## src/sv/fuzzy_pd_gain_lookup_macros.svh

```systemverilog
// Assertion macros for the fuzzy gain lookup block.
// Used by the top level; expects i_clk and i_rst_n in scope.
`ifndef FUZZY_PD_GAIN_LOOKUP_MACROS_SVH
`define FUZZY_PD_GAIN_LOOKUP_MACROS_SVH

// same-cycle implication, masked during reset
`define FPGL_ASSERT_IMP(lbl, ante, cons, msg) \
    lbl: assert property (@(posedge i_clk) disable iff (!i_rst_n) (ante) |-> (cons)) \
        else $error(msg);

// next-cycle implication, masked during reset
`define FPGL_ASSERT_NXT(lbl, ante, cons, msg) \
    lbl: assert property (@(posedge i_clk) disable iff (!i_rst_n) (ante) |=> (cons)) \
        else $error(msg);

`endif

```

## src/sv/fpgl_pkg.sv

```systemverilog
// Shared types, constants and tables of the fuzzy gain lookup block.
// No dependencies; imported by every module of the block.
package fpgl_pkg;

    localparam int NUM_LEVELS  = 7;
    localparam int NUM_EBP     = 7;
    localparam int NUM_RBP     = 5;
    localparam int QUEUE_DEPTH = 4;

    localparam int IN_W    = 16;
    localparam int LEVEL_W = 16;
    localparam int IDX_W   = 3;
    localparam int RULE_W  = 3;
    localparam int SEG_W   = 3;
    localparam int WE_W    = 12;
    localparam int WR_W    = 10;
    localparam int PROD_W  = 26;
    localparam int NUM_W   = 38;
    localparam int SH_W    = 5;
    localparam int DIV_W   = 5;
    localparam int REM_W   = 6;
    localparam int Q_W     = 21;
    localparam int RECIP_W = 21;
    localparam int QM_W    = Q_W + RECIP_W;
    localparam int RECIP_SHIFT = 24;
    localparam int SHIFT_BASE  = 16;

    typedef logic [LEVEL_W-1:0]          t_level;
    typedef t_level [NUM_LEVELS-1:0]     t_levels;
    typedef logic [RULE_W-1:0]           t_rule;
    typedef logic signed [IN_W-1:0]      t_sample;

    typedef struct packed {
        t_rule [3:0]     rule;
        logic            e_wide;
        logic            r_wide;
        logic [WE_W-1:0] w_err;
        logic [WR_W-1:0] w_rate;
    } t_cls;

    localparam t_sample ERR_BP [NUM_EBP] = '{
        -16'sd6144, -16'sd3072, -16'sd1536, 16'sd0, 16'sd1536, 16'sd3072, 16'sd6144
    };
    localparam t_sample RATE_BP [NUM_RBP] = '{
        -16'sd1664, -16'sd768, 16'sd0, 16'sd768, 16'sd1664
    };

    localparam logic [WE_W-1:0] ERR_WIDE_SPAN    = 12'd3072;
    localparam logic [WE_W-1:0] ERR_NARROW_SPAN  = 12'd1536;
    localparam logic [WR_W-1:0] RATE_WIDE_SPAN   = 10'd896;
    localparam logic [WR_W-1:0] RATE_NARROW_SPAN = 10'd768;

    localparam logic [DIV_W-1:0]   DIV_WIDE     = 5'd21;
    localparam logic [DIV_W-1:0]   DIV_NARROW   = 5'd9;
    localparam logic [RECIP_W-1:0] RECIP_WIDE   = 21'd798915;
    localparam logic [RECIP_W-1:0] RECIP_NARROW = 21'd1864135;

    localparam t_rule RULE_TAB [NUM_EBP][NUM_RBP] = '{
        '{3'd1, 3'd1, 3'd1, 3'd0, 3'd0},
        '{3'd4, 3'd2, 3'd1, 3'd0, 3'd0},
        '{3'd6, 3'd4, 3'd1, 3'd1, 3'd0},
        '{3'd3, 3'd3, 3'd0, 3'd3, 3'd3},
        '{3'd0, 3'd1, 3'd1, 3'd4, 3'd6},
        '{3'd0, 3'd0, 3'd1, 3'd2, 3'd4},
        '{3'd0, 3'd0, 3'd1, 3'd1, 3'd1}
    };

    localparam t_level LEVEL_RESET [NUM_LEVELS] = '{
        16'd0, 16'd3840, 16'd5120, 16'd8960, 16'd12800, 16'd20480, 16'd30720
    };

    function automatic t_rule fpgl_rule(input logic [SEG_W-1:0] ke, input logic [SEG_W-1:0] kr);
        return RULE_TAB[ke][kr];
    endfunction

endpackage

```

## src/sv/fpgl_queue.sv

```systemverilog
// Short queue of classified items between the front and back ends.
// Depth set by parameter DEPTH (2 or more). Depends on fpgl_pkg.
module fpgl_queue import fpgl_pkg::*; #(
    parameter int DEPTH = QUEUE_DEPTH
) (
    input  logic i_clk,
    input  logic i_rst_n,
    input  logic i_valid,
    output logic o_ready,
    input  t_cls i_data,
    output logic o_valid,
    input  logic i_ready,
    output t_cls o_data
);

    localparam int PTR_W = $clog2(DEPTH);
    localparam int CNT_W = $clog2(DEPTH + 1);

    t_cls             r_mem [DEPTH];
    logic [PTR_W-1:0] r_wr;
    logic [PTR_W-1:0] r_rd;
    logic [CNT_W-1:0] r_cnt;
    logic             w_push;
    logic             w_pop;

    assign o_ready = (r_cnt != CNT_W'(DEPTH));
    assign o_valid = (r_cnt != '0);
    assign o_data  = r_mem[r_rd];
    assign w_push  = i_valid && o_ready;
    assign w_pop   = o_valid && i_ready;

    always_ff @(posedge i_clk) begin
        if (!i_rst_n) begin
            r_wr  <= '0;
            r_rd  <= '0;
            r_cnt <= '0;
        end else begin
            if (w_push) begin
                r_wr <= (r_wr == PTR_W'(DEPTH - 1)) ? '0 : r_wr + PTR_W'(1);
            end
            if (w_pop) begin
                r_rd <= (r_rd == PTR_W'(DEPTH - 1)) ? '0 : r_rd + PTR_W'(1);
            end
            if (w_push && !w_pop) begin
                r_cnt <= r_cnt + CNT_W'(1);
            end else if (w_pop && !w_push) begin
                r_cnt <= r_cnt - CNT_W'(1);
            end
        end
    end

    always_ff @(posedge i_clk) begin
        if (w_push) begin
            r_mem[r_wr] <= i_data;
        end
    end

endmodule

```

## config.mk

```make
export PLATFORM = sky130hd
export DESIGN_NAME = fpgl_queue
export DESIGN_NICKNAME = d
export VERILOG_FILES = /design/src/sv/fuzzy_pd_gain_lookup_macros.svh /design/src/sv/fpgl_pkg.sv /design/src/sv/fpgl_queue.sv
export SDC_FILE = /design/constraint.sdc
export NUM_CORES = 1
export LEC_CHECK = 0
export BUFFER_PORTS_ARGS = -buffer_cell sky130_fd_sc_hd__buf_2
export CAP_MARGIN = 15
export CORE_ASPECT_RATIO = 0.7
export CORE_MARGIN = 10
export CORE_UTILIZATION = 61
export CTS_CLUSTER_DIAMETER = 30
export DETAILED_ROUTE_END_ITERATION = 12
export HOLD_SLACK_MARGIN = 0.03
export PLACE_DENSITY = 0.84
export SYNTH_ARGS = -nofsm -noshare
export SYNTH_HDL_FRONTEND = slang
export SYNTH_SLANG_ARGS = --single-unit
```

## constraint.sdc

```tcl
create_clock -name i_clk -period 3.72 [get_ports i_clk]
set_input_delay 0.744 -clock i_clk [delete_from_list [all_inputs] [get_ports i_clk]]
set_output_delay 0.744 -clock i_clk [all_outputs]
set_load 0.1 [all_outputs]
```

==> reports/qor.txt <==
CP peak stage delay = 720 ps
Post-Synthesis Cell Area = 5682 um2
status = complete, no violations
Final Hold Viols = 0
Die Y = 100.7 um
simple logic cell fraction of the synthesized area = 0.02070
H-tree depth = 4
core area = 9071 um2
routed vias/inst = 5.697
crit path time final = 3029 ps
Setup TNS = 0 ps
multiplexer share of the synthesized area = 0.1462
Synth Area in XOR/XNOR = 0.003083
Slew Limit Fails = 0
CP Capture Type = output port
Post-CTS Hold Buffers = 0
CTS tree = yes
fin util = 0.7463
DRT iter0 DRCs = 221
Clock Sinks = 153
Adder-Cell Fraction of Synth Area = 0.01674
max_cap viols = 0
Initial Util = 0.6263
commonest non-fill, non-tap cells in the layout = edfxtp_1 (144), buf_2 (77), mux4_2 (36)
RSZ-0062 raised after global routing = no
GRT overflow = 0
Area Overhead vs Synth = 19.16%
Period Utilization, post-route = 0.8143
fill cell count = 523
Clk pin slew, worst setup/hold paths = 60 ps
first-pass GRT wire length = 16040 um
num rows = 29
routed vias = 2649
VDD IR max = 559.1 uV
# setup viols final = 0
Synth Area in Compound Gates = 0.006166
Mapped Avg Cell Area = 23.77 um2
CTS resizes = 0
placed cells = 432
sequential share of the synthesized area = 0.7928
initial antenna violation count = 2
CP max stage cell = dfxtp_2
post-synth cell types = 27
Die Area = 13640 um2
Setup WS pre-CTS = 1085 ps
CTS Buffer Depth = 2
slew of the pin with the lowest slew margin = 977.8 ps
slew margin rel. = 0.3481
Pleak = 2.319 nW
final worst setup slack = 690.9 ps
PwrDens = 893.7 nW/um2
main combinational cell family by area after synthesis = multiplexers
antenna-violating nets left = 0
# IOs = 78
Fin Clk Skew = 8.796 ps
crit path cell chain = buf_12 > mux4_2 > buf_2
routability cong. = 0.7249
Crit Path Max Fanout = 16
final WL = 10210 um
Inserted Clock Buffers = 17
routed length per instance = 21.96 um
Critical Path RT = 2980 ps
#FFs+latches synth = 153
setup bufs post-CTS = 0
GRT Total Usage = 0.1589
I/O Buffers = 77
vias in the first global route = 2955
fin cells = 465
die width = 135.4 um
crit path kind = reg2out
dpl hpwl = 6054 um
pin count of the biggest net entering global routing = 37
Final Power = 6.051 mW
CP startpoint kind = flop
Remaining DRCs = 0
layout cells sized above 1 = 0.4500
Final #Nets = 374
first-pass iteration count of the detailed router = 4
post-synthesis cell count = 239
Skew-Pair Late Insertion Delay = 410 ps
commonest non-fill, non-tap cell in the layout = edfxtp_1
Worst EP arrival = 2290 ps
syn nets = 286
yosys warns = 0
hold crit path type = reg2reg
f_max = 330.1 MHz
clk root buf = clkbuf_16
[through the flow]
stage	cell area (um2)	hold slack, ps
2_1_floorplan	5682	467.7
3_3_place_gp	6182	481.5
3_5_place_dp	6182	498.9
4_1_cts	6768	513.6
5_1_grt	6768	532.8
6_report	6770	509.4
[path summary, 6_finish.rpt]
path,start,end,slack (ps),cells after the start
setup / recovery,flop,o_data[9],690,3
hold reg to reg,r_wr[1],r_wr[1],510,2
setup reg to reg,r_cnt[0],r_cnt[2],1250,7
hold / removal,r_wr[1],r_wr[1],510,2
[state kept, by name, indices dropped and copies added, names as in the netlist, named ones only]
| register | cells |
|---|---|
| r_rd | 2 |
| r_cnt | 3 |
| r_wr | 2 |
| r_mem | 144 |
[cell usage after synthesis]
cell type,n,area (um2)
edfxtp_1,144,4324
mux4_2,36,810.8
dfxtp_1,9,180.2
ha_1,6,75.07
nand2_1,5,18.77
and3_2,4,30.03
buf_6,4,45.04
inv_1,3,11.26
o21ai_0,3,15.01
buf_1,2,7.510
buf_2,2,10.01
clkbuf_1,2,7.510
mux2i_1,2,20.02
nand3_1,2,10.01
nor2_1,2,7.510
or3_2,2,15.01
a21boi_0,1,7.510
and2_1,1,6.260
and2_4,1,8.760
fa_1,1,20.02
nand4_1,1,6.260
nor2b_1,1,6.260
o21ai_1,1,5.000
o31ai_1,1,7.510
or3b_1,1,8.760
xnor2_1,1,8.760
xor2_1,1,8.760
[routing by layer]
| layer | up-vias | track usage | part of all wire |
|---|---|---|---|
| met2 | 82 | 0.2520 | 0.50 |
| met1 | 1370 | 0.1896 | 0.41 |
| met5 | - | 0 | 0.00069 |
| li1 | 1180 | - | - |
| met3 | 15 | 0.07769 | 0.082 |
| met4 | 2 | 0.04703 | 0.0096 |
[critical path, delay by kind of cell (launching register included)]
family | cells | cell delay (ps)
muxes | 1 | 560
buffers and inverters | 2 | 580
DFF | 1 | 720
[cell families (layout without fill, tap and decap cells)]
group | count (synthesis) | count (layout)
muxes | 38 | 38
adders and majority gates | 7 | 7
and+or+nand+nor | 20 | 20
buffers and inverters | 13 | 114
xor gates and xnor gates | 2 | 2
DFF | 153 | 153
AOI/OAI and AO/OA | 6 | 6
other | 0 | 1
[power breakdown]
part	switching (mW)	internal [mW]
sequential	0.129	2.10
clock	0.637	1.04
combinational	1.67	0.474
[cell type report]
class	instances	area [um2]	share of cell area
sequential	153	4507	0.6657
multi-input combinational	73	1096	0.1619
clock buffer	18	429.2	0.06339
timing repair buffer	79	412.9	0.06099
clock inverter	14	156.4	0.02310
tap	124	155.1	0.02292
inverter	3	11.26	0.001663
antenna	1	2.502	0.0003696
Power figures use the tool's default switching activity.
