<file path="src/sv/fuzzy_pd_gain_lookup_macros.svh">
// Assertion macros for the fuzzy gain lookup block.
// Used by the top level; expects i_clk and i_rst_n in scope.
`ifndef FUZZY_PD_GAIN_LOOKUP_MACROS_SVH
`define FUZZY_PD_GAIN_LOOKUP_MACROS_SVH

// same-cycle implication, masked during reset
`define FPGL_ASSERT_IMP(lbl, ante, cons, msg) \
    lbl: assert property (@(posedge i_clk) disable iff (!i_rst_n) (ante) |-> (cons)) \
        else $error(msg);

// next-cycle implication, masked during reset
`define FPGL_ASSERT_NXT(lbl, ante, cons, msg) \
    lbl: assert property (@(posedge i_clk) disable iff (!i_rst_n) (ante) |=> (cons)) \
        else $error(msg);

`endif

</file>
<file path="src/sv/fpgl_pkg.sv">
// Shared types, constants and tables of the fuzzy gain lookup block.
// No dependencies; imported by every module of the block.
package fpgl_pkg;

    localparam int NUM_LEVELS  = 7;
    localparam int NUM_EBP     = 7;
    localparam int NUM_RBP     = 5;
    localparam int QUEUE_DEPTH = 4;

    localparam int IN_W    = 16;
    localparam int LEVEL_W = 16;
    localparam int IDX_W   = 3;
    localparam int RULE_W  = 3;
    localparam int SEG_W   = 3;
    localparam int WE_W    = 12;
    localparam int WR_W    = 10;
    localparam int PROD_W  = 26;
    localparam int NUM_W   = 38;
    localparam int SH_W    = 5;
    localparam int DIV_W   = 5;
    localparam int REM_W   = 6;
    localparam int Q_W     = 21;
    localparam int RECIP_W = 21;
    localparam int QM_W    = Q_W + RECIP_W;
    localparam int RECIP_SHIFT = 24;
    localparam int SHIFT_BASE  = 16;

    typedef logic [LEVEL_W-1:0]          t_level;
    typedef t_level [NUM_LEVELS-1:0]     t_levels;
    typedef logic [RULE_W-1:0]           t_rule;
    typedef logic signed [IN_W-1:0]      t_sample;

    typedef struct packed {
        t_rule [3:0]     rule;
        logic            e_wide;
        logic            r_wide;
        logic [WE_W-1:0] w_err;
        logic [WR_W-1:0] w_rate;
    } t_cls;

    localparam t_sample ERR_BP [NUM_EBP] = '{
        -16'sd6144, -16'sd3072, -16'sd1536, 16'sd0, 16'sd1536, 16'sd3072, 16'sd6144
    };
    localparam t_sample RATE_BP [NUM_RBP] = '{
        -16'sd1664, -16'sd768, 16'sd0, 16'sd768, 16'sd1664
    };

    localparam logic [WE_W-1:0] ERR_WIDE_SPAN    = 12'd3072;
    localparam logic [WE_W-1:0] ERR_NARROW_SPAN  = 12'd1536;
    localparam logic [WR_W-1:0] RATE_WIDE_SPAN   = 10'd896;
    localparam logic [WR_W-1:0] RATE_NARROW_SPAN = 10'd768;

    localparam logic [DIV_W-1:0]   DIV_WIDE     = 5'd21;
    localparam logic [DIV_W-1:0]   DIV_NARROW   = 5'd9;
    localparam logic [RECIP_W-1:0] RECIP_WIDE   = 21'd798915;
    localparam logic [RECIP_W-1:0] RECIP_NARROW = 21'd1864135;

    localparam t_rule RULE_TAB [NUM_EBP][NUM_RBP] = '{
        '{3'd1, 3'd1, 3'd1, 3'd0, 3'd0},
        '{3'd4, 3'd2, 3'd1, 3'd0, 3'd0},
        '{3'd6, 3'd4, 3'd1, 3'd1, 3'd0},
        '{3'd3, 3'd3, 3'd0, 3'd3, 3'd3},
        '{3'd0, 3'd1, 3'd1, 3'd4, 3'd6},
        '{3'd0, 3'd0, 3'd1, 3'd2, 3'd4},
        '{3'd0, 3'd0, 3'd1, 3'd1, 3'd1}
    };

    localparam t_level LEVEL_RESET [NUM_LEVELS] = '{
        16'd0, 16'd3840, 16'd5120, 16'd8960, 16'd12800, 16'd20480, 16'd30720
    };

    function automatic t_rule fpgl_rule(input logic [SEG_W-1:0] ke, input logic [SEG_W-1:0] kr);
        return RULE_TAB[ke][kr];
    endfunction

endpackage

</file>
<file path="src/sv/fpgl_front.sv">
// Front end: accepts items, clamps and locates both inputs among the breakpoints.
// Produces segment weights and corner rule codes. Depends on fpgl_pkg.
module fpgl_front import fpgl_pkg::*; (
    input  logic    i_clk,
    input  logic    i_rst_n,
    input  logic    i_in_valid,
    output logic    o_in_ready,
    input  t_sample i_error_value,
    input  t_sample i_error_rate,
    output logic    o_cls_valid,
    input  logic    i_cls_ready,
    output t_cls    o_cls
);

    t_sample          w_ec;
    t_sample          w_rc;
    t_sample          w_ehi;
    t_sample          w_rhi;
    t_sample          w_ediff;
    t_sample          w_rdiff;
    logic [SEG_W-1:0] w_ke;
    logic [SEG_W-1:0] w_kr;
    t_cls             n_cls;
    logic             r_valid;
    t_cls             r_cls;

    always_comb begin
        if (i_error_value < ERR_BP[0]) begin
            w_ec = ERR_BP[0];
        end else if (i_error_value > ERR_BP[NUM_EBP-1]) begin
            w_ec = ERR_BP[NUM_EBP-1];
        end else begin
            w_ec = i_error_value;
        end
        if (i_error_rate < RATE_BP[0]) begin
            w_rc = RATE_BP[0];
        end else if (i_error_rate > RATE_BP[NUM_RBP-1]) begin
            w_rc = RATE_BP[NUM_RBP-1];
        end else begin
            w_rc = i_error_rate;
        end
        w_ke = '0;
        for (int i = 1; i < NUM_EBP - 1; i++) begin
            if (ERR_BP[i] < w_ec) w_ke = w_ke + SEG_W'(1);
        end
        w_kr = '0;
        for (int i = 1; i < NUM_RBP - 1; i++) begin
            if (RATE_BP[i] < w_rc) w_kr = w_kr + SEG_W'(1);
        end
        w_ehi   = ERR_BP[w_ke + SEG_W'(1)];
        w_rhi   = RATE_BP[w_kr + SEG_W'(1)];
        w_ediff = w_ehi - w_ec;
        w_rdiff = w_rhi - w_rc;

        n_cls.w_err   = w_ediff[WE_W-1:0];
        n_cls.w_rate  = w_rdiff[WR_W-1:0];
        n_cls.e_wide  = (w_ke == SEG_W'(0)) || (w_ke == SEG_W'(NUM_EBP - 2));
        n_cls.r_wide  = (w_kr == SEG_W'(0)) || (w_kr == SEG_W'(NUM_RBP - 2));
        n_cls.rule[0] = fpgl_rule(w_ke, w_kr);
        n_cls.rule[1] = fpgl_rule(w_ke, w_kr + SEG_W'(1));
        n_cls.rule[2] = fpgl_rule(w_ke + SEG_W'(1), w_kr);
        n_cls.rule[3] = fpgl_rule(w_ke + SEG_W'(1), w_kr + SEG_W'(1));
    end

    assign o_in_ready  = !r_valid || i_cls_ready;
    assign o_cls_valid = r_valid;
    assign o_cls       = r_cls;

    always_ff @(posedge i_clk) begin
        if (!i_rst_n) begin
            r_valid <= 1'b0;
        end else if (o_in_ready) begin
            r_valid <= i_in_valid;
        end
    end

    always_ff @(posedge i_clk) begin
        if (i_in_valid && o_in_ready) begin
            r_cls <= n_cls;
        end
    end

endmodule

</file>
<file path="config.mk">
export PLATFORM = sky130hd
export DESIGN_NAME = fpgl_front
export DESIGN_NICKNAME = d
export VERILOG_FILES = /design/src/sv/fuzzy_pd_gain_lookup_macros.svh /design/src/sv/fpgl_pkg.sv /design/src/sv/fpgl_front.sv
export SDC_FILE = /design/constraint.sdc
export NUM_CORES = 1
export LEC_CHECK = 0
export ABC_AREA = 1
export BUFFER_PORTS_ARGS = -buffer_cell sky130_fd_sc_hd__buf_2
export CAP_MARGIN = 20
export CORE_MARGIN = 3
export CORE_UTILIZATION = 56
export DETAILED_ROUTE_END_ITERATION = 8
export GPL_TIMING_DRIVEN = 0
export PLACE_DENSITY_LB_ADDON = 0.08
export SLEW_MARGIN = 5
export SYNTH_ARGS = -nofsm -noshare
export SYNTH_HDL_FRONTEND = slang
export SYNTH_SLANG_ARGS = --single-unit
</file>
<file path="constraint.sdc">
create_clock -name i_clk -period 12.2 [get_ports i_clk]
set_clock_uncertainty 0.15 [all_clocks]
set_input_delay 3.66 -clock i_clk [delete_from_list [all_inputs] [get_ports i_clk]]
set_output_delay 3.66 -clock i_clk [all_outputs]
set_load 0.05 [all_outputs]
</file>
==> impl_metrics.toml, run 1 <==
[placement]
dp_slack_ns = 2.68
routabilityCongestion = 0.998
port_buffers = 72
hpwl_mm = 6.67

[yosys]
synthXorXnorAreaFrac_pct = 4.33
yosysWarnings = 0
yosysSeqAreaShare_pct = 32.0
synthAdderAreaFrac_pct = 8.58
ys_ff_latch = 37
synth_top_area_cell = "edfxtp_1"
muxShareOfSynthArea_pct = 0
ys_top_cells_by_count = "104 x nand2_1, 64 x nand3_1, 57 x inv_1, 45 x nor2_1, 36 x edfxtp_1"
synth_top_family_by_area = "simple AND/OR/NAND/NOR gates"
yosysMostFrequentCell = "nand2_1"
ys_async_sr_fraction_pct = 0
yosys-top-cells-area = "edfxtp_1 31%, nand2_1 11%, nand3_1 9.3%, ha_1 8.0%, inv_1 6.2%"
synth_ff_type = "edfxtp_1"
synth-edff-count = 36
netlist_instances = 471
synth_cell_types = 39
synth_top_area_share_pct = 31.4
synth_compound_area_share_pct = 8.07
syn_area_um2 = 3440
syn_nets = 530
syn_avg_cell_area_um2 = 7.31
synthSimpleGateAreaFrac_pct = 37.9

[route]
drt_pass1_iterations = 5
vias_per_cell = 5.48
ant_nets = 0
drt_iter0_drc = 197
drt-wirelength-per-cell_um = 13.4
drt-total-wl_mm = 8.36
route.vias.total = 3420
drc = 0

[worst_setup_path]
rrSetupSlack_ns = 10.80
critPathMaxStageDelay_ns = 0.31
r2r-end = "o_cls[22]"
r2r-start = "o_cls_valid"
path_class = "input pin to register"
worstPathArrival_ns = 9.15
required_ns = 12.11
cp_max_fo = 10
reg2reg_depth = 2
critPathLaunchType = "input pin"
end_kind = "register"
slowest_stage = "ha_1"
crit_path_frequent_cell = "nand2_1"

[power_and_ir_drop]
powerDensity_nw_per_um2 = 144
leakage_nw = 2.06
peakVddDrop_mv = 0.0955

[worst_hold_path]
hold_end = "o_cls_valid"
hp-class = "register to register"
hold-path-cell-count = 2
worstHoldStart = "o_cls_valid"

[floorplanning]
initial_core_util_pct = 60.3
io_pins = 74
die-width_um = 84.4
fp.dieH_um = 84.4
dieArea_um2 = 7120
rows = 27
coreArea_um2 = 5710

[clock_network]
cts.clk_slew.worst_paths_ns = 0.08
clock_sinks = 37
numCtsBuffers = 5
clock_latency_ns = 0.29
cts_tree = "yes"
cts_setup_buffers = 0
htree_levels = 2
clockBufferDepth = 2
cts-root-buf = "clkbuf_8"
postCtsHoldBufs = 0
cts_resized = 0

[timing]
rsz0062_at_grt = "no"
slew_headroom_pct = 59.2
finalHoldViolCount = 0
fin_setup_tns_ns = 0
finalSetupViolCount = 0
layout_setup_ws_ns = 2.96
fin_crit_sh_pct = 75.8
tightest_slew_ns = 0.607
max_freq_ghz = 0.108
fin_crit_ns = 9.24
slew_violations = 0

[layout]
area_growth_pct = 17.9
nets = 610
final_layout_size_suffix_gt1_share_pct = 24.3
final_util_pct = 71.1
nFillCells = 481
antenna_cells = 0

[global_route]
first_global_vias = 3255
grt_use_total_pct = 24.2
grt-ovfl-total = 0
grt_max_degree = 29
grt_pass1_wl_mm = 14.4
antenna_found_initial = 0

[job]
cap_violations = 0

[outcome]
outcome = "complete, no violations"
[flip-flops by register name, summed over array words and instances (netlist names)]
register / count
o_cls: 36
o_cls_valid: 1
[placed cells by master, fill, tap and decap left out, drive strengths merged]
cell,netlist,final
clkinv,1,2
buf,7,80
fa,1,1
a31oi,3,3
bufinv,0,2
nor2,49,49
inv,65,65
o211ai,6,6
nand4,13,13
or2,2,2
a21boi,4,4
o31ai,1,1
dfxtp,1,1
edfxtp,36,36
clkbuf,2,7
o21a,1,1
nor3b,2,2
ha,22,22
a21o,1,1
nand2,127,127
nor4,1,1
a21oi,11,11
nand3b,4,4
nor3,5,5
o21ai,18,18
xnor2,7,7
nand3,70,70
xor2,10,10
a211oi,1,1
[stage by stage]
step                      area, um2  hold WS (ns)  std cells  total power [mW]
after floorplan                3440         0.957        471             0.391
after global placement         3890         0.342        615             0.451
after detailed placement       3920         0.405        616             0.456
after CTS                      4060         0.416        624             0.584
after global routing           4060         0.438        624             0.622
final                          4060         0.405        624             0.583
[worst max-delay path by stage]
stage | startpoint | to | slack, ns | cells past startpoint
after global placement | i_error_value[11] | o_cls[21] | 2.81 | 37
after global routing | i_error_value[11] | o_cls[21] | 2.41 | 40
final | i_error_value[11] | o_cls[21] | 2.96 | 40
after detailed placement | i_error_value[11] | o_cls[21] | 2.68 | 40
after CTS | i_error_value[11] | o_cls[21] | 2.98 | 40
after floorplan | i_error_value[15] | o_cls[21] | 3.60 | 39
[critical path, delay by kind of cell]
kind	cells	cell delay, ns
AO/OA/AOI/OAI	3	0.47
adder cells (fa/ha/maj)	6	1.61
buffers and inverters	8	0.82
AND/OR/NAND/NOR	23	2.58
[area by class of cell]
cell class,count,area [um2],area share (%)
well taps,72,90.1,2.22
multi-input cells,359,2040,50.2
clock buffers,5,68.8,1.70
flip-flops and latches,37,1100,27.1
inverters,66,248,6.11
repair buffers,73,380,9.37
plain buffers,9,67.6,1.67
clock inverters,3,65.1,1.60
[layer usage]
metal | global-route usage, % | routed length (um) | up-vias
met5 | 0 | 0 | -
met4 | 7.91 | 166 | 0
met3 | 4.12 | 573 | 19
met2 | 42.3 | 4000 | 136
met1 | 30.3 | 3630 | 1537
li1 | - | - | 1728
[power breakdown]
group	internal, mW	total, mW	switching (mW)
clock network	0.0812	0.127	0.0462
registers	0.169	0.174	0.00510
logic	0.0806	0.282	0.201
[logic make-up after synthesis]
group,count (synthesis)
buf+inv,75
xor+xnor,17
fa+ha+maj,23
flops,37
simple gates,273
compound gates,46
(Power assumes the default switching activity.)
==> inputs of run 2 (changes only) <==
--- a/config.mk
+++ b/config.mk
@@ -9,7 +9,7 @@
 export BUFFER_PORTS_ARGS = -buffer_cell sky130_fd_sc_hd__buf_2
 export CAP_MARGIN = 20
 export CORE_MARGIN = 3
-export CORE_UTILIZATION = 56
+export CORE_UTILIZATION = 50
 export DETAILED_ROUTE_END_ITERATION = 8
 export GPL_TIMING_DRIVEN = 0
 export PLACE_DENSITY_LB_ADDON = 0.08
==> constraint.sdc (replaced) <==
create_clock -name i_clk -period 7.9 [get_ports i_clk]
set_clock_uncertainty 0.15 [all_clocks]
set_input_delay 2.37 -clock i_clk [delete_from_list [all_inputs] [get_ports i_clk]]
set_output_delay 2.37 -clock i_clk [all_outputs]
set_load 0.05 [all_outputs]
==> run 2 against run 1 <==
Cell count up 0.96%. Design area up 0.96%. Flip-flop and latch count unchanged. Register-to-register slack worse by 4.4 ns. Count of clock-buffer cells in the layout up 2. Hold slack worse by 0.0096 ns. Via count down 3.7%.
==> impl_metrics.toml, run 2 (synthesized netlist as in run 1, its figures left out) <==
[worst_setup_path]
cp_max_fo = 12
worstPathArrival_ns = 7.44
critPathLaunchType = "input pin"
path_class = "input pin to register"
required_ns = 7.90
end_kind = "register"

[global_route]
grt_pass1_wl_mm = 13.3
antenna_found_initial = 0
grt_max_degree = 23
grt-ovfl-total = 0
grt_use_total_pct = 20.7
first_global_vias = 3093

[timing]
rsz0062_at_grt = "no"
slew_violations = 0
finalHoldViolCount = 0
tightest_slew_ns = 0.582
fin_setup_tns_ns = 0
layout_setup_ws_ns = 0.463
slew_headroom_pct = 61.2
fin_crit_ns = 7.44
fin_crit_sh_pct = 94.1
finalSetupViolCount = 0
max_freq_ghz = 0.134
hold_ws_ns = 0.395

[route]
drt_pass1_iterations = 4
ant_nets = 0
maxUsedRoutingLayer = "met4"
wl_met2_mm = 3.76
drt-met1-wl_mm = 3.79
drc = 0
drt-total-wl_mm = 8.06
route.met3.wl_um = 396
vias_per_cell = 5.23
drt-wirelength-per-cell_um = 12.8
route.vias.total = 3295
drt_iter0_drc = 122

[placement]
hpwl_mm = 6.43
dp_slack_ns = -0.265
port_buffers = 72
placedInstanceArea_um2 = 3940
placedCellCount = 621
routabilityCongestion = 0.924

[job]
cap_violations = 0

[outcome]
outcome = "complete, no violations"

[layout]
area_growth_pct = 19.0
largest_reg_flops = 36
nets = 611
final_layout_size_suffix_gt1_share_pct = 26.0
final_cells = 630
final_area_um2 = 4100
antenna_cells = 0
final_cell_mix = "102 x nand2_1, 75 x buf_2, 63 x nand3_1"
final_common_cell = "nand2_1"
final_util_pct = 63.1

[power_and_ir_drop]
power_mw = 0.853
p_switching_mw = 0.385
swShare_pct = 45.1
leakage_nw = 2.06
clkPwrFrac_pct = 16.7
power.internal_mw = 0.468
peakVddDrop_mv = 0.122
seq_power_share_pct = 31.5
powerDensity_nw_per_um2 = 208
power_frac_comb_pct = 51.8

[clock_network]
clock_sinks = 37
htree_levels = 2
clockBufferDepth = 2
cts.clk_slew.worst_paths_ns = 0.07
cts_tree = "yes"
postCtsHoldBufs = 0
clock_latency_ns = 0.27
cts-root-buf = "clkbuf_8"
numCtsBuffers = 5

[floorplanning]
rows = 29
die-width_um = 89.0
dieArea_um2 = 7920
coreArea_um2 = 6490
io_pins = 74
initial_core_util_pct = 53.0
fp.dieH_um = 89.0

[worst_hold_path]
hp-class = "register to register"
-- run 2: final timing paths --
| path | cells past startpoint | start | slack (ns) | to |
|---|---|---|---|---|
| min | 2 | o_cls_valid | 0.39 | o_cls_valid |
| max reg2reg | 2 | o_cls_valid | 6.39 | o_cls[32] |
| min reg2reg | 2 | o_cls_valid | 0.39 | o_cls_valid |
| max | 24 | i_error_rate[8] | 0.46 | o_cls[33] |
-- run 2: timing repair --
action | 4_1_cts | 5_1_grt
setup buffers | 0 | 1
resized for setup | 0 | 13
endpoints found under the setup margin | 0 | 6
-- run 2: layer usage --
metal	global-route usage, %	vias to the layer above
li1	-	1736
met3	2.49	8
met1	27.8	1458
met4	5.68	0
met2	35.2	93
met5	0	-
-- run 2: worst max-delay path: stages --
cell and delay [ns]:
buf_2 0.12, inv_1 0.06, nand4_1 0.08, o211ai_1 0.16, nand3_1 0.19, buf_2 0.24, nand3_1 0.17, ha_1 0.22
nand3_1 0.17, nor3_1 0.17, inv_1 0.07, nor2_1 0.08, inv_1 0.04, o21ai_0 0.23, inv_1 0.11, fa_1 0.52
clkbuf_1 0.36, clkinv_1 0.36, clkbuf_1 0.37, ha_1 0.54, inv_1 0.20, nor3_2 0.35, nand3_1 0.14, nand2_1 0.09
-- run 2: final cells by class --
type	count	area, um2
clock buffer	7	96.3
fill	596	2400
tap	77	96.3
multi-input combinational	359	2090
sequential	37	1100
clock inverter	1	5.00
buffer	9	67.6
timing repair buffer	74	395
inverter	66	248
-- run 2: power by group through the flow --
stage / clock [mW] / combinational [mW] / sequential, mW
finish: 0.142 / 0.442 / 0.269
global route: 0.154 / 0.487 / 0.272
CTS: 0.147 / 0.432 / 0.270
detailed placement: 0 / 0.430 / 0.274
global placement: 0 / 0.424 / 0.273
floorplan: 0 / 0.224 / 0.381
==> inputs of run 3 (changes only) <==
--- a/config.mk
+++ b/config.mk
@@ -9,7 +9,7 @@
 export BUFFER_PORTS_ARGS = -buffer_cell sky130_fd_sc_hd__buf_2
 export CAP_MARGIN = 20
 export CORE_MARGIN = 3
-export CORE_UTILIZATION = 50
+export CORE_UTILIZATION = 40
 export DETAILED_ROUTE_END_ITERATION = 8
 export GPL_TIMING_DRIVEN = 0
 export PLACE_DENSITY_LB_ADDON = 0.08
==> run 3 against run 2 <==
Fmax grew 0.50%. Largest cell class unchanged. Total power up 4.0%. Critical path type unchanged. Non-clock buffer count grew 1.
==> impl_metrics.toml, run 3 (synthesized netlist as in run 1, its figures left out) <==
[power_and_ir_drop]
peakVddDrop_mv = 0.107
clkPwrFrac_pct = 19.7
power.internal_mw = 0.492
leakage_nw = 2.07
power_frac_comb_pct = 50.0
swShare_pct = 44.5
seq_power_share_pct = 30.3
powerDensity_nw_per_um2 = 214
p_switching_mw = 0.395

[worst_setup_path]
critPathLaunchType = "input pin"
cp_max_fo = 10
worstPathArrival_ns = 7.30
slowest_stage = "or2_2"
critPathMaxStageDelay_ns = 0.32
path_class = "input pin to register"
end_kind = "register"
crit_path_frequent_cell = "nand2_1"
required_ns = 7.80
reg2reg_depth = 2

[worst_hold_path]
hold-path-cell-count = 2
hp-class = "register to register"

[clock_network]
clock_latency_ns = 0.28
postCtsHoldBufs = 0
clockBufferDepth = 2
numCtsBuffers = 5
cts.clk_slew.worst_paths_ns = 0.08
cts_tree = "yes"
htree_levels = 2
clock_sinks = 37
cts-root-buf = "clkbuf_8"

[route]
drt-total-wl_mm = 8.45
drt_pass1_iterations = 5
ant_nets = 0
drt-wirelength-per-cell_um = 12.8
vias_per_cell = 5.02
drc = 0
drt_iter0_drc = 133
route.vias.total = 3310

[timing]
finalHoldViolCount = 0
slew_headroom_pct = 56.1
max_freq_ghz = 0.135
slew_violations = 0
finalSetupViolCount = 0
fin_crit_ns = 7.40
rsz0062_at_grt = "no"
tightest_slew_ns = 0.658
fin_crit_sh_pct = 93.7
hold_ws_ns = 0.407

[placement]
routabilityCongestion = 0.905
placedCellCount = 649
port_buffers = 72
hpwl_mm = 6.75

[global_route]
grt_pass1_wl_mm = 14.3
first_global_vias = 3026
grt-ovfl-total = 0
grt_max_degree = 20
grt_use_total_pct = 17.7
antenna_found_initial = 0

[layout]
area_growth_pct = 20.5
largest_reg_flops = 36
final_cells = 659
final_layout_size_suffix_gt1_share_pct = 26.2
final_common_cell = "nand2_1"
final_cell_mix = "101 x nand2_1, 75 x buf_2, 64 x nand3_1"
nFillCells = 862
nets = 612
antenna_cells = 0

[floorplanning]
io_pins = 74
fp.dieH_um = 98.8
coreArea_um2 = 8300
rows = 33
dieArea_um2 = 9750
die-width_um = 98.8
initial_core_util_pct = 41.5

[outcome]
outcome = "complete, no violations"

[job]
cap_violations = 0
[run 3: per-layer routing]
metal	routed length (um)	GRT usage, %	share of wire (%)	up-vias
met3	400	2.76	4.7	4
met1	3990	24.9	47	1497
met5	0	0	0	-
met4	69	3.99	0.82	0
li1	-	-	-	1729
met2	3990	28.6	47	80
[run 3: final cells by class]
cell class	count	area, um2	area share, %
Buffer	9	68.8	1.66
Clock inverter	2	37.5	0.905
Timing Repair Buffer	75	403	9.72
Tap cell	105	131	3.17
Inverter	66	248	5.97
Multi-Input combinational cell	359	2070	50.0
Sequential cell	37	1100	26.6
Clock buffer	6	82.6	1.99
[run 3: per-stage QoR]
step / total power [mW] / utilization [%] / setup slack, ns / instance area [um2] / TNS, ns
finish: 0.887 / 50.0 / 0.500 / 4150 / 0
CTS: 0.884 / 49.3 / 0.127 / 4100 / 0
global route: 0.952 / 50.0 / 0.00180 / 4150 / 0
detailed placement: 0.708 / 47.9 / -0.297 / 3970 / -0.358
floorplan: 0.604 / - / 0.590 / 3440 / 0
global placement: 0.705 / 47.4 / -0.274 / 3930 / -0.481
[run 3: final timing paths]
path,to,startpoint,slack [ns]
worst max register to register,o_cls[28],o_cls_valid,6.30
worst min register to register,o_cls_valid,o_cls_valid,0.41
worst max-delay path,o_cls[21],i_error_value[11],0.50
worst min-delay path,o_cls_valid,o_cls_valid,0.41
[run 3: repair_timing]
action                                  in CTS  in global routing
endpoints found under the setup margin       1                  6
resized for setup                            1                 12
buffers inserted                             0                  2
pin swaps                                    0                  1
hold endpoints to repair                     0                  0
gates cloned                                 0                  0
[run 3: worst max-delay path, delay by kind of cell]
| family | cells | cell delay [ns] |
|---|---|---|
| simple gates | 23 | 2.24 |
| fa+ha+maj | 6 | 1.49 |
| compound gates | 3 | 0.40 |
| buf+inv | 8 | 0.76 |
[run 3: power groups by stage]
stage | logic (mW) | clock network [mW] | registers (mW)
after CTS | 0.436 | 0.179 | 0.270
after global routing | 0.487 | 0.192 | 0.272
after global placement | 0.431 | 0 | 0.273
after detailed placement | 0.433 | 0 | 0.274
final | 0.443 | 0.175 | 0.269
after floorplan | 0.224 | 0 | 0.381
